**src/rtl/core/mtnw_pkg.sv**
```systemverilog
`default_nettype none
package mtnw_pkg;

    localparam int unsigned NOTE_COUNT_DEF = 128;
    localparam int unsigned TIME_LIMIT_DEF = 1998787;
    localparam int unsigned TEMPO_W        = 24;
    localparam int unsigned TIME_W         = 21;
    localparam logic [TEMPO_W-1:0] TEMPO_RESET = 24'd480000;

    localparam logic [15:0] WORD_START = 16'hA000;
    localparam logic [15:0] WORD_END   = 16'hFFFF;
    localparam logic [15:0] WORD_DELAY = 16'h8000;
    localparam logic [TIME_W-1:0] DELAY_MAX = 21'h7FFF;

    localparam logic [7:0] META_TEMPO = 8'h51;

    typedef enum logic [2:0] {
        KIND_START = 3'd0,
        KIND_DELAY = 3'd1,
        KIND_NOTE  = 3'd2,
        KIND_END   = 3'd3,
        KIND_RANGE = 3'd4
    } kind_t;

    typedef enum logic [3:0] {
        PH_HEADER   = 4'd0,
        PH_HDRSKIP  = 4'd1,
        PH_DELTA    = 4'd2,
        PH_DELTA2   = 4'd3,
        PH_EVENT    = 4'd4,
        PH_METATYPE = 4'd5,
        PH_METALEN  = 4'd6,
        PH_SYSLEN   = 4'd7,
        PH_NOTE     = 4'd8,
        PH_SKIP     = 4'd9
    } phase_t;

    // Controller to datapath commands.
    typedef struct packed {
        logic       load_in;
        logic       start_file;
        logic       parse;
        logic       mul;
        logic       acc;
        logic       drain;
        logic       note;
        logic       finish;
        logic       out_load;
        logic [1:0] out_sel;
    } cmd_t;

    localparam logic [1:0] OSEL_START = 2'd0;
    localparam logic [1:0] OSEL_DELAY = 2'd1;
    localparam logic [1:0] OSEL_NOTE  = 2'd2;
    localparam logic [1:0] OSEL_END   = 2'd3;

    typedef struct packed {
        logic start_sent;
        logic need_add;
        logic is_note;
        logic time_zero;
        logic is_last;
    } status_t;

    // Note step: integer part of 1445.0688 * 2^((n-72)/12), 0x8000 and above flagged.
    function automatic logic [16:0] note_step(input logic [6:0] n);
        logic [63:0] ratio;
        logic [63:0] v;
        unique case (n % 7'd12)
            7'd0:  ratio = 64'd1000000000;
            7'd1:  ratio = 64'd1059463094;
            7'd2:  ratio = 64'd1122462048;
            7'd3:  ratio = 64'd1189207115;
            7'd4:  ratio = 64'd1259921050;
            7'd5:  ratio = 64'd1334839854;
            7'd6:  ratio = 64'd1414213562;
            7'd7:  ratio = 64'd1498307077;
            7'd8:  ratio = 64'd1587401052;
            7'd9:  ratio = 64'd1681792831;
            7'd10: ratio = 64'd1781797436;
            default: ratio = 64'd1887748625;
        endcase
        v = (64'd225792 * ratio) << (n / 7'd12);
        v = v / 64'd10000000000000;
        note_step = (v >= 64'h8000) ? 17'h10000 : {1'b0, v[15:0]};
    endfunction

endpackage
`default_nettype wire

```
**src/rtl/core/mtnw_ctrl.sv**
```systemverilog
`default_nettype none
module mtnw_ctrl
    import mtnw_pkg::*;
(
    input  wire logic    aclk,
    input  wire logic    aresetn,
    input  wire logic    in_fire,
    input  wire logic    out_free,
    input  wire status_t stat,
    output logic         in_ready,
    output cmd_t         cmd
);

    typedef enum logic [6:0] {
        S_IDLE  = 7'b0000001,
        S_START = 7'b0000010,
        S_PARSE = 7'b0000100,
        S_MUL   = 7'b0001000,
        S_ACC   = 7'b0010000,
        S_DRAIN = 7'b0100000,
        S_END   = 7'b1000000
    } state_t;

    state_t state_reg, state_next;

    always_ff @(posedge aclk) begin
        if (!aresetn) begin
            state_reg <= S_IDLE;
        end else begin
            state_reg <= state_next;
        end
    end

    assign in_ready = (state_reg == S_IDLE);

    always_comb begin
        state_next = state_reg;
        cmd = '0;
        unique case (state_reg)
            S_IDLE: begin
                if (in_fire) begin
                    cmd.load_in = 1'b1;
                    state_next = S_START;
                end
            end
            S_START: begin
                if (stat.start_sent) begin
                    state_next = S_PARSE;
                end else if (out_free) begin
                    cmd.start_file = 1'b1;
                    cmd.out_load = 1'b1;
                    cmd.out_sel = OSEL_START;
                    state_next = S_PARSE;
                end
            end
            S_PARSE: begin
                if (stat.is_note) begin
                    state_next = S_DRAIN;
                end else begin
                    cmd.parse = 1'b1;
                    state_next = stat.need_add ? S_MUL : S_END;
                end
            end
            S_MUL: begin
                cmd.mul = 1'b1;
                state_next = S_ACC;
            end
            S_ACC: begin
                cmd.acc = 1'b1;
                state_next = S_END;
            end
            S_DRAIN: begin
                if (out_free) begin
                    cmd.out_load = 1'b1;
                    if (!stat.time_zero) begin
                        cmd.drain = 1'b1;
                        cmd.out_sel = OSEL_DELAY;
                    end else begin
                        cmd.note = 1'b1;
                        cmd.parse = 1'b1;
                        cmd.out_sel = OSEL_NOTE;
                        state_next = S_END;
                    end
                end
            end
            S_END: begin
                if (!stat.is_last) begin
                    cmd.finish = 1'b1;
                    state_next = S_IDLE;
                end else if (out_free) begin
                    cmd.finish = 1'b1;
                    cmd.out_load = 1'b1;
                    cmd.out_sel = OSEL_END;
                    state_next = S_IDLE;
                end
            end
            default: state_next = S_IDLE;
        endcase
    end

endmodule
`default_nettype wire

```
**src/rtl/core/mtnw_dp.sv**
```systemverilog
`default_nettype none
module mtnw_dp
    import mtnw_pkg::*;
#(
    parameter int unsigned NOTE_COUNT = NOTE_COUNT_DEF,
    parameter int unsigned TIME_LIMIT = TIME_LIMIT_DEF
) (
    input  wire logic               aclk,
    input  wire logic               aresetn,
    input  wire logic [TEMPO_W-1:0] cfg_tempo,
    input  wire logic [7:0]         in_byte,
    input  wire logic               in_last,
    input  wire cmd_t               cmd,
    input  wire logic               out_take,
    output status_t                 stat,
    output logic                    out_valid,
    output logic [15:0]             out_word,
    output logic [2:0]              out_kind,
    output logic                    out_last
);

    logic [7:0]          byte_reg;
    logic                last_reg;
    phase_t              phase_reg, phase_next;
    logic [3:0]          hdr_pos_reg, hdr_pos_next;
    logic [31:0]         hdr_size_reg, hdr_size_next;
    logic [8:0]          skip_reg, skip_next;
    logic [TEMPO_W-1:0]  tempo_reg, tempo_next;
    logic [TIME_W-1:0]   time_reg;
    logic [3:0]          dhi_reg, dhi_next;
    logic [7:0]          meta_reg, meta_next;
    logic                sent_reg;
    logic [10:0]         ticks_reg, ticks_next;
    logic                add_next;
    logic [34:0]         prod_reg;
    logic [39:0]         qprod;
    logic [TIME_W:0]     quot;
    logic [TIME_W+1:0]   sum;
    logic [16:0]         step;
    logic [16:0]         step_rom [128];
    logic                ovalid_reg;
    logic [15:0]         oword_reg;
    logic [2:0]          okind_reg;
    logic                olast_reg;
    logic                st_ph;

    for (genvar gi = 0; gi < 128; gi++) begin : g_step_rom
        assign step_rom[gi] = note_step(7'(gi));
    end

    always_comb begin
        phase_next = phase_reg;
        hdr_pos_next = hdr_pos_reg;
        hdr_size_next = hdr_size_reg;
        skip_next = skip_reg;
        tempo_next = tempo_reg;
        dhi_next = dhi_reg;
        meta_next = meta_reg;
        ticks_next = 11'd0;
        add_next = 1'b0;
        st_ph = 1'b0;
        unique case (phase_reg)
            PH_HEADER: begin
                if (hdr_pos_reg >= 4'd4) begin
                    hdr_size_next = {hdr_size_reg[23:0], byte_reg};
                end
                hdr_pos_next = hdr_pos_reg + 4'd1;
                if (hdr_pos_next >= 4'd8) begin
                    dhi_next = 4'd0;
                    if (hdr_size_next == 32'd0) begin
                        skip_next = 9'd8;
                        phase_next = PH_SKIP;
                    end else begin
                        phase_next = PH_HDRSKIP;
                    end
                end
            end
            PH_HDRSKIP: begin
                hdr_size_next = hdr_size_reg - 32'd1;
                if (hdr_size_next == 32'd0) begin
                    dhi_next = 4'd0;
                    skip_next = 9'd8;
                    phase_next = PH_SKIP;
                end
            end
            PH_DELTA: begin
                phase_next = PH_EVENT;
                if (byte_reg[7]) begin
                    dhi_next = byte_reg[3:0];
                    phase_next = PH_DELTA2;
                end else if (byte_reg != 8'd0) begin
                    ticks_next = {4'd0, byte_reg[6:0]};
                    add_next = 1'b1;
                end
            end
            PH_DELTA2: begin
                ticks_next = ({7'd0, dhi_reg} << 7) | {3'd0, byte_reg};
                add_next = 1'b1;
                dhi_next = 4'd0;
                phase_next = PH_EVENT;
            end
            PH_EVENT: begin
                if (byte_reg == 8'hFF) begin
                    phase_next = PH_METATYPE;
                end else if (byte_reg[7:4] == 4'hF) begin
                    phase_next = PH_SYSLEN;
                end else if (byte_reg[7:4] == 4'h9) begin
                    phase_next = PH_NOTE;
                end else if (byte_reg[7:4] == 4'hC || byte_reg[7:4] == 4'hD) begin
                    skip_next = 9'd1;
                    phase_next = PH_SKIP;
                end else begin
                    skip_next = 9'd2;
                    phase_next = PH_SKIP;
                end
            end
            PH_METATYPE: begin
                meta_next = byte_reg;
                phase_next = PH_METALEN;
            end
            PH_METALEN: begin
                dhi_next = (meta_reg == META_TEMPO && byte_reg >= 8'd3) ? 4'd3 : 4'd0;
                st_ph = 1'b1;
            end
            PH_SYSLEN: begin
                dhi_next = 4'd0;
                st_ph = 1'b1;
            end
            PH_NOTE: begin
                dhi_next = 4'd0;
                skip_next = 9'd1;
                phase_next = PH_SKIP;
            end
            PH_SKIP: begin
                if (dhi_reg != 4'd0) begin
                    tempo_next = {tempo_reg[TEMPO_W-9:0], byte_reg};
                    dhi_next = dhi_reg - 4'd1;
                end
                if (skip_reg != 9'd0) begin
                    skip_next = skip_reg - 9'd1;
                end
                if (skip_next == 9'd0) begin
                    dhi_next = 4'd0;
                    phase_next = PH_DELTA;
                end
            end
            default: phase_next = PH_HEADER;
        endcase
        if (st_ph) begin
            skip_next = {1'b0, byte_reg};
            phase_next = (byte_reg == 8'd0) ? PH_DELTA : PH_SKIP;
        end
    end

    // The quotient by 98304 = 3 * 2^15: a shift, then a reciprocal multiply for the 3.
    assign qprod = {20'd0, prod_reg[34:15]} * 40'd699051;
    assign quot = (TIME_W+1)'(qprod[39:21]);
    assign sum = {2'b0, time_reg} + {1'b0, quot};
    assign step = (byte_reg < NOTE_COUNT) ? step_rom[byte_reg[6:0]] : 17'h10000;

    assign stat.start_sent = sent_reg;
    assign stat.need_add = add_next;
    assign stat.is_note = (phase_reg == PH_NOTE);
    assign stat.time_zero = (time_reg == '0);
    assign stat.is_last = last_reg;

    always_ff @(posedge aclk) begin
        if (cmd.load_in) begin
            byte_reg <= in_byte;
            last_reg <= in_last;
        end
        if (cmd.parse) begin
            ticks_reg <= ticks_next;
        end
        if (cmd.mul) begin
            prod_reg <= 35'(ticks_reg) * 35'(tempo_reg);
        end
    end

    always_ff @(posedge aclk) begin
        if (!aresetn) begin
            phase_reg <= PH_HEADER;
            hdr_pos_reg <= 4'd0;
            hdr_size_reg <= 32'd0;
            skip_reg <= 9'd0;
            tempo_reg <= TEMPO_RESET;
            time_reg <= '0;
            dhi_reg <= 4'd0;
            meta_reg <= 8'd0;
            sent_reg <= 1'b0;
            ovalid_reg <= 1'b0;
            oword_reg <= 16'd0;
            okind_reg <= KIND_START;
            olast_reg <= 1'b0;
        end else begin
            if (out_take) begin
                ovalid_reg <= 1'b0;
            end
            if (cmd.start_file) begin
                sent_reg <= 1'b1;
                tempo_reg <= cfg_tempo;
            end
            if (cmd.parse) begin
                phase_reg <= phase_next;
                hdr_pos_reg <= (hdr_pos_next > 4'd8) ? 4'd8 : hdr_pos_next;
                hdr_size_reg <= hdr_size_next;
                skip_reg <= skip_next;
                tempo_reg <= tempo_next;
                dhi_reg <= dhi_next;
                meta_reg <= meta_next;
            end
            if (cmd.acc) begin
                time_reg <= (sum > (TIME_W+2)'(TIME_LIMIT)) ? TIME_W'(TIME_LIMIT)
                                                          : sum[TIME_W-1:0];
            end
            if (cmd.drain) begin
                time_reg <= (time_reg >= 21'h8000) ? time_reg - DELAY_MAX : '0;
            end
            if (cmd.out_load) begin
                ovalid_reg <= 1'b1;
                unique case (cmd.out_sel)
                    OSEL_START: begin
                        oword_reg <= WORD_START;
                        okind_reg <= KIND_START;
                        olast_reg <= !last_reg;
                    end
                    OSEL_DELAY: begin
                        oword_reg <= (time_reg >= 21'h8000) ? WORD_END
                                     : WORD_DELAY | time_reg[15:0];
                        okind_reg <= KIND_DELAY;
                        olast_reg <= 1'b0;
                    end
                    OSEL_NOTE: begin
                        oword_reg <= step[16] ? 16'd0 : step[15:0];
                        okind_reg <= step[16] ? KIND_RANGE : KIND_NOTE;
                        olast_reg <= !last_reg;
                    end
                    default: begin
                        oword_reg <= WORD_END;
                        okind_reg <= KIND_END;
                        olast_reg <= 1'b1;
                    end
                endcase
            end
            if (cmd.finish && last_reg) begin
                phase_reg <= PH_HEADER;
                hdr_pos_reg <= 4'd0;
                hdr_size_reg <= 32'd0;
                skip_reg <= 9'd0;
                tempo_reg <= cfg_tempo;
                time_reg <= '0;
                dhi_reg <= 4'd0;
                meta_reg <= 8'd0;
                sent_reg <= 1'b0;
            end
        end
    end

    assign out_valid = ovalid_reg;
    assign out_word = oword_reg;
    assign out_kind = okind_reg;
    assign out_last = olast_reg;

endmodule
`default_nettype wire

```
**src/rtl/core/midi_track_to_note_words_top.sv**
```systemverilog
// Channel | Dir | tdata                  | tuser            | tlast
// s_      | in  | [7:0] data byte        | none             | last byte of file
// m_      | out | [15:0] word            | [2:0] word kind  | final result of byte
// An ordinary byte goes from its request to the next ready through accept, start
// check, parse and finish. A delta byte that adds time also passes through the
// tempo multiply and the divide by 98304. A note-on stays in the drain state while
// its delay words go out, then sends the note word. Start and end words go out in
// the start check and finish steps; a stalled output holds the controller.
// Reset is synchronous on aresetn low.
`default_nettype none
module midi_track_to_note_words_top
    import mtnw_pkg::*;
#(
    parameter int unsigned NOTE_COUNT = NOTE_COUNT_DEF,
    parameter int unsigned TIME_LIMIT = TIME_LIMIT_DEF
) (
    input  wire logic               aclk,
    input  wire logic               aresetn,
    input  wire logic               cfg_we,
    input  wire logic [TEMPO_W-1:0] cfg_wdata,
    input  wire logic               s_tvalid,
    output logic                    s_tready,
    input  wire logic [7:0]         s_tdata,   // [7:0] data_byte
    input  wire logic               s_tlast,
    output logic                    m_tvalid,
    input  wire logic               m_tready,
    output logic [15:0]             m_tdata,   // [15:0] word
    output logic [2:0]              m_tuser,   // [2:0] word_kind
    output logic                    m_tlast
);

    logic [TEMPO_W-1:0] tempo_cfg_reg;
    cmd_t               cmd;
    status_t            stat;
    logic               ovalid;
    logic               take;
    logic               free;
    logic               last_pend_reg;

    always_ff @(posedge aclk) begin
        if (!aresetn) begin
            tempo_cfg_reg <= TEMPO_RESET;
        end else if (cfg_we) begin
            tempo_cfg_reg <= cfg_wdata;
        end
    end

    assign take = m_tvalid && m_tready;
    assign free = !ovalid || m_tready;

    mtnw_ctrl u_ctrl (
        .aclk     (aclk),
        .aresetn  (aresetn),
        .in_fire  (s_tvalid && s_tready),
        .out_free (free),
        .stat     (stat),
        .in_ready (s_tready),
        .cmd      (cmd)
    );

    mtnw_dp #(
        .NOTE_COUNT (NOTE_COUNT),
        .TIME_LIMIT (TIME_LIMIT)
    ) u_dp (
        .aclk      (aclk),
        .aresetn   (aresetn),
        .cfg_tempo (tempo_cfg_reg),
        .in_byte   (s_tdata),
        .in_last   (s_tlast),
        .cmd       (cmd),
        .out_take  (take),
        .stat      (stat),
        .out_valid (ovalid),
        .out_word  (m_tdata),
        .out_kind  (m_tuser),
        .out_last  (last_pend_reg)
    );

    assign m_tvalid = ovalid;
    assign m_tlast = last_pend_reg;

endmodule
`default_nettype wire

```
**config.mk**
```make
export PLATFORM = sky130hd
export DESIGN_NAME = midi_track_to_note_words_top
export DESIGN_NICKNAME = d
export VERILOG_FILES = /design/src/rtl/core/mtnw_pkg.sv /design/src/rtl/core/mtnw_ctrl.sv /design/src/rtl/core/mtnw_dp.sv /design/src/rtl/core/midi_track_to_note_words_top.sv
export SDC_FILE = /design/constraint.sdc
export NUM_CORES = 2
export LEC_CHECK = 0
export BUFFER_PORTS_ARGS = -buffer_cell sky130_fd_sc_hd__buf_2
export CAP_MARGIN = 5
export CORE_ASPECT_RATIO = 0.5
export CORE_UTILIZATION = 29
export DETAILED_ROUTE_END_ITERATION = 7
export GPL_TIMING_DRIVEN = 0
export SLEW_MARGIN = 0
export SYNTH_ARGS = -nofsm -noshare
export SYNTH_HDL_FRONTEND = slang
export SYNTH_HIERARCHICAL = 1
export SYNTH_SLANG_ARGS = --single-unit
```
**constraint.sdc**
```tcl
create_clock -name aclk -period 13.6 [get_ports aclk]
set_input_delay 0 -clock aclk [delete_from_list [all_inputs] [get_ports aclk]]
set_output_delay 0 -clock aclk [all_outputs]
set_load 0.01 [all_outputs]
```
==> impl_table.tex <==
\begin{tabular}{lr}
\hline
Metric & Value \\
\hline
\multicolumn{2}{l}{\textbf{Drt}} \\
\quad Met3 routed wirelength & 4350 um \\
\quad Wire per inst & 18.0 um \\
\quad Pre-antenna DRT Iters & 6 \\
\quad Total detailed-routing wirelength & 83,000 um \\
\quad DRC errors left & 0 \\
\quad Number of vias after detailed routing & 23,641 \\
\quad Antenna Nets Post-Route & 0 \\
\quad Met2 routed wirelength & $\sim$40,000 um \\
\quad Number of design-rule violations left by the first detailed-router iteration & 1,768 \\
\quad Max Used Layer & met4 \\
\quad Via-per-instance ratio & around 5.1 \\
\quad Total routed wire length on the met1 layer & approximately 37,000 um \\
\multicolumn{2}{l}{\textbf{Placed design}} \\
\quad Final HPWL from detailed placement & approximately 66,000 um \\
\quad Post-Place Setup Slack & 3.55 ns \\
\quad Routability cong. & 0.906 \\
\quad Count of port buffers added during placement & 58 \\
\multicolumn{2}{l}{\textbf{Clock network}} \\
\quad Clock network latency to the later pin of the worst-skew pair & 0.48 ns \\
\quad H-tree levels & 4 \\
\quad Reg clk slew, reported paths & 0.08 ns \\
\quad Max Root-Sink Buffers & 2 \\
\quad Clock root buffer master & sky130\_fd\_sc\_hd\_\_clkbuf\_16 \\
\quad CTS tree & done \\
\quad Total CTS buffers & 17 \\
\quad Clock Sinks & roughly 200 \\
\multicolumn{2}{l}{\textbf{Floorplanning}} \\
\quad Std-Cell Core Area & a little over 0.09 mm\^{}2 \\
\quad Horizontal extent of the die & 438 um \\
\quad Height of the die & 220 um \\
\quad Number of I/O pins & 60 \\
\quad Total Die Area & 0.0962 mm\^{}2 \\
\quad Initial core utilization & 0.294 \\
\quad Row count & 79 \\
\multicolumn{2}{l}{\textbf{Cells and area}} \\
\quad Area growth from synthesis to layout & 11.2\% \\
\quad Flip-flop count of the largest register after layout & 32 \\
\quad Final net count & between 4,000 and 5,000 \\
\quad Ratio of cells with drive above 1 in the final layout & 0.0468 \\
\quad Final antenna diode count & 0 \\
\quad Number of inserted filler cells in the final layout & 9,756 \\
\multicolumn{2}{l}{\textbf{Logic synthesis}} \\
\quad Warning count from the yosys run & 6 \\
\quad Cell count after synthesis & roughly 3,200 \\
\quad Cell area after technology mapping & 0.0275 mm\^{}2 \\
\quad Average size of a mapped cell & about 8.6 um\^{}2 \\
\quad Syn Nets & 3,867 \\
\multicolumn{2}{l}{\textbf{Worst setup path}} \\
\quad Kind of cell with the highest combined delay on the critical path & adder cells \\
\quad Worst endpoint required time & 13.92 ns \\
\quad Critical path buffer and inverter count & 1 \\
\quad Cell with the biggest individual delay on the critical path & sky130\_fd\_sc\_hd\_\_a311oi\_1 \\
\quad Worst reg2reg path startpoint & u\_dp/prod\_reg[16] \\
\quad Crit Path Max Fanout & 9 \\
\quad Stage delay of the slowest cell on the critical path & slightly above 0.9 ns \\
\quad Capturing point of the worst reg2reg path & u\_dp/time\_reg[12] \\
\quad Kind of critical path & flop to flop \\
\quad Reg2reg path depth & 28 \\
\quad Startpoint of the most critical setup path & u\_dp/prod\_reg[16] \\
\quad Endpoint kind of the worst setup timing path & flop \\
\quad Register-to-Register Setup Slack & $\sim$3.5 ns \\
\quad Arrival @ worst endpoint & 10.41 ns \\
\quad Critical Path Most Common Cell & sky130\_fd\_sc\_hd\_\_ha\_1 \\
\quad Sort of element at the start of the critical path & flop \\
\multicolumn{2}{l}{\textbf{Global route}} \\
\quad Maximum number of pins on one net before global-route repair & 21 \\
\quad Number of global-route vias before repair & 24,036 \\
\quad Global route overflow & 0 \\
\quad Initial antenna violation count & 0 \\
\quad Global router's overall resource usage & 0.173 \\
\quad First-pass GRT wire length & 132,000 um \\
\multicolumn{2}{l}{\textbf{STA}} \\
\quad Final count of pins violating max slew & 0 \\
\quad Clock period minus final worst setup slack & 10.09 ns \\
\quad Final worst clock skew & 0.0147 ns \\
\quad Setup repair after global routing missed its margin & no \\
\quad Hold violation count in the final report & 0 \\
\quad Achievable clock frequency & 99.1 MHz \\
\quad Final setup violation count & 0 \\
\quad Transition time of the tightest slew-check pin & 1.24 ns \\
\quad Fin crit share & 0.742 \\
\quad Smallest setup slack after layout & 3.51 ns \\
\quad Setup total negative slack & 0 ns \\
\quad Relative slew margins & 0.166 \\
\multicolumn{2}{l}{\textbf{Run}} \\
\quad Max-cap check violation count & 0 \\
\multicolumn{2}{l}{\textbf{Hold path}} \\
\quad Classification of the worst-slack hold path & input pin to flop \\
\quad Worst hold path endpoint & tempo\_cfg\_reg[3] \\
\quad Hold Path Origin & cfg\_we \\
\quad Worst Hold Depth & 4 \\
\multicolumn{2}{l}{\textbf{Status}} \\
\quad Run status & finished, final reports clean \\
\multicolumn{2}{l}{\textbf{Pwr}} \\
\quad Power per unit of standard cell area & 147 mW/mm\^{}2 \\
\quad Leakage & 13.6 nW \\
\quad Maximum resistive drop on vdd & between 200 and 250 uV \\
\hline
\end{tabular}
==> placed cells by master (no fill, tap or decap), types with 80 or more instances in the layout <==
cell	n
sky130_fd_sc_hd__dfxtp_1	159
sky130_fd_sc_hd__clkbuf_1	154
sky130_fd_sc_hd__ha_1	292
sky130_fd_sc_hd__o21ai_0	150
sky130_fd_sc_hd__nor2_1	158
sky130_fd_sc_hd__a21oi_1	150
sky130_fd_sc_hd__inv_1	417
sky130_fd_sc_hd__nand2_1	359
sky130_fd_sc_hd__fa_1	332
sky130_fd_sc_hd__and2_1	134
sky130_fd_sc_hd__nor3_1	80
==> tightest hold or removal path: stages <==
cell and delay (ns):
sky130_fd_sc_hd__buf_6 0.13, sky130_fd_sc_hd__buf_12 0.15, sky130_fd_sc_hd__mux2i_1 0.08, sky130_fd_sc_hd__nor2b_1 0.10
==> area by class of cell <==
type / count / area, um^2 / share of cell area
buffer: 184 / 763 / 0.0249
clock buffer: 18 / 450 / 0.0147
clock inverter: 14 / 125 / 0.00409
inverter: 419 / 1570 / 0.0514
multi-input combinational: 2403 / 20800 / 0.680
sequential: 199 / 4380 / 0.143
tap: 1255 / 1570 / 0.0513
timing repair buffer: 121 / 922 / 0.0301
==> stage by stage <==
step | instance area, um^2 | hold slack [ns] | power [mW] | std cells | util
2_1_floorplan | 27500 | 0.0989 | 3.25 | 3205 | -
3_3_place_gp | 29400 | 0.182 | 3.97 | 4518 | 0.314
3_5_place_dp | 29400 | 0.178 | 3.98 | 4520 | 0.314
4_1_cts | 30600 | 0.00327 | 4.55 | 4613 | 0.327
5_1_grt | 30600 | 0.0318 | 4.99 | 4613 | 0.327
6_report | 30600 | 0.0376 | 4.51 | 4613 | 0.327
==> repair_timing <==
| action | in CTS | in global routing |
|---|---|---|
| setup endpoints to repair | 0 | 0 |
| resized for setup | 0 | 0 |
| hold buffers | 61 | 0 |
| hold endpoints to repair | 41 | 0 |
| setup buffers | 0 | 0 |
==> power by group <==
group	internal [mW]	switching [mW]	leakage, nW
Clock	0.253	0.272	0.284
Sequential	0.789	0.0430	1.64
Combinational	1.34	1.82	11.7
Total	2.38	2.13	13.6
==> worst max path at each step <==
stage	slack, ns	to	depth (start not counted)
2_1_floorplan	5.53	u_dp/time_reg[16]	32
3_3_place_gp	3.55	u_dp/time_reg[6]	28
3_5_place_dp	3.55	u_dp/time_reg[0]	28
4_1_cts	3.49	u_dp/time_reg[0]	28
5_1_grt	2.93	u_dp/time_reg[12]	28
6_report	3.51	u_dp/time_reg[12]	28
==> layer usage <==
metal | vias to the layer above | GRT usage
met4 | 0 | 0.0483
met2 | 720 | 0.295
met5 | - | 0
met1 | 11699 | 0.230
met3 | 130 | 0.0208
li1 | 11092 | -
Power figures use the tool's default switching activity.
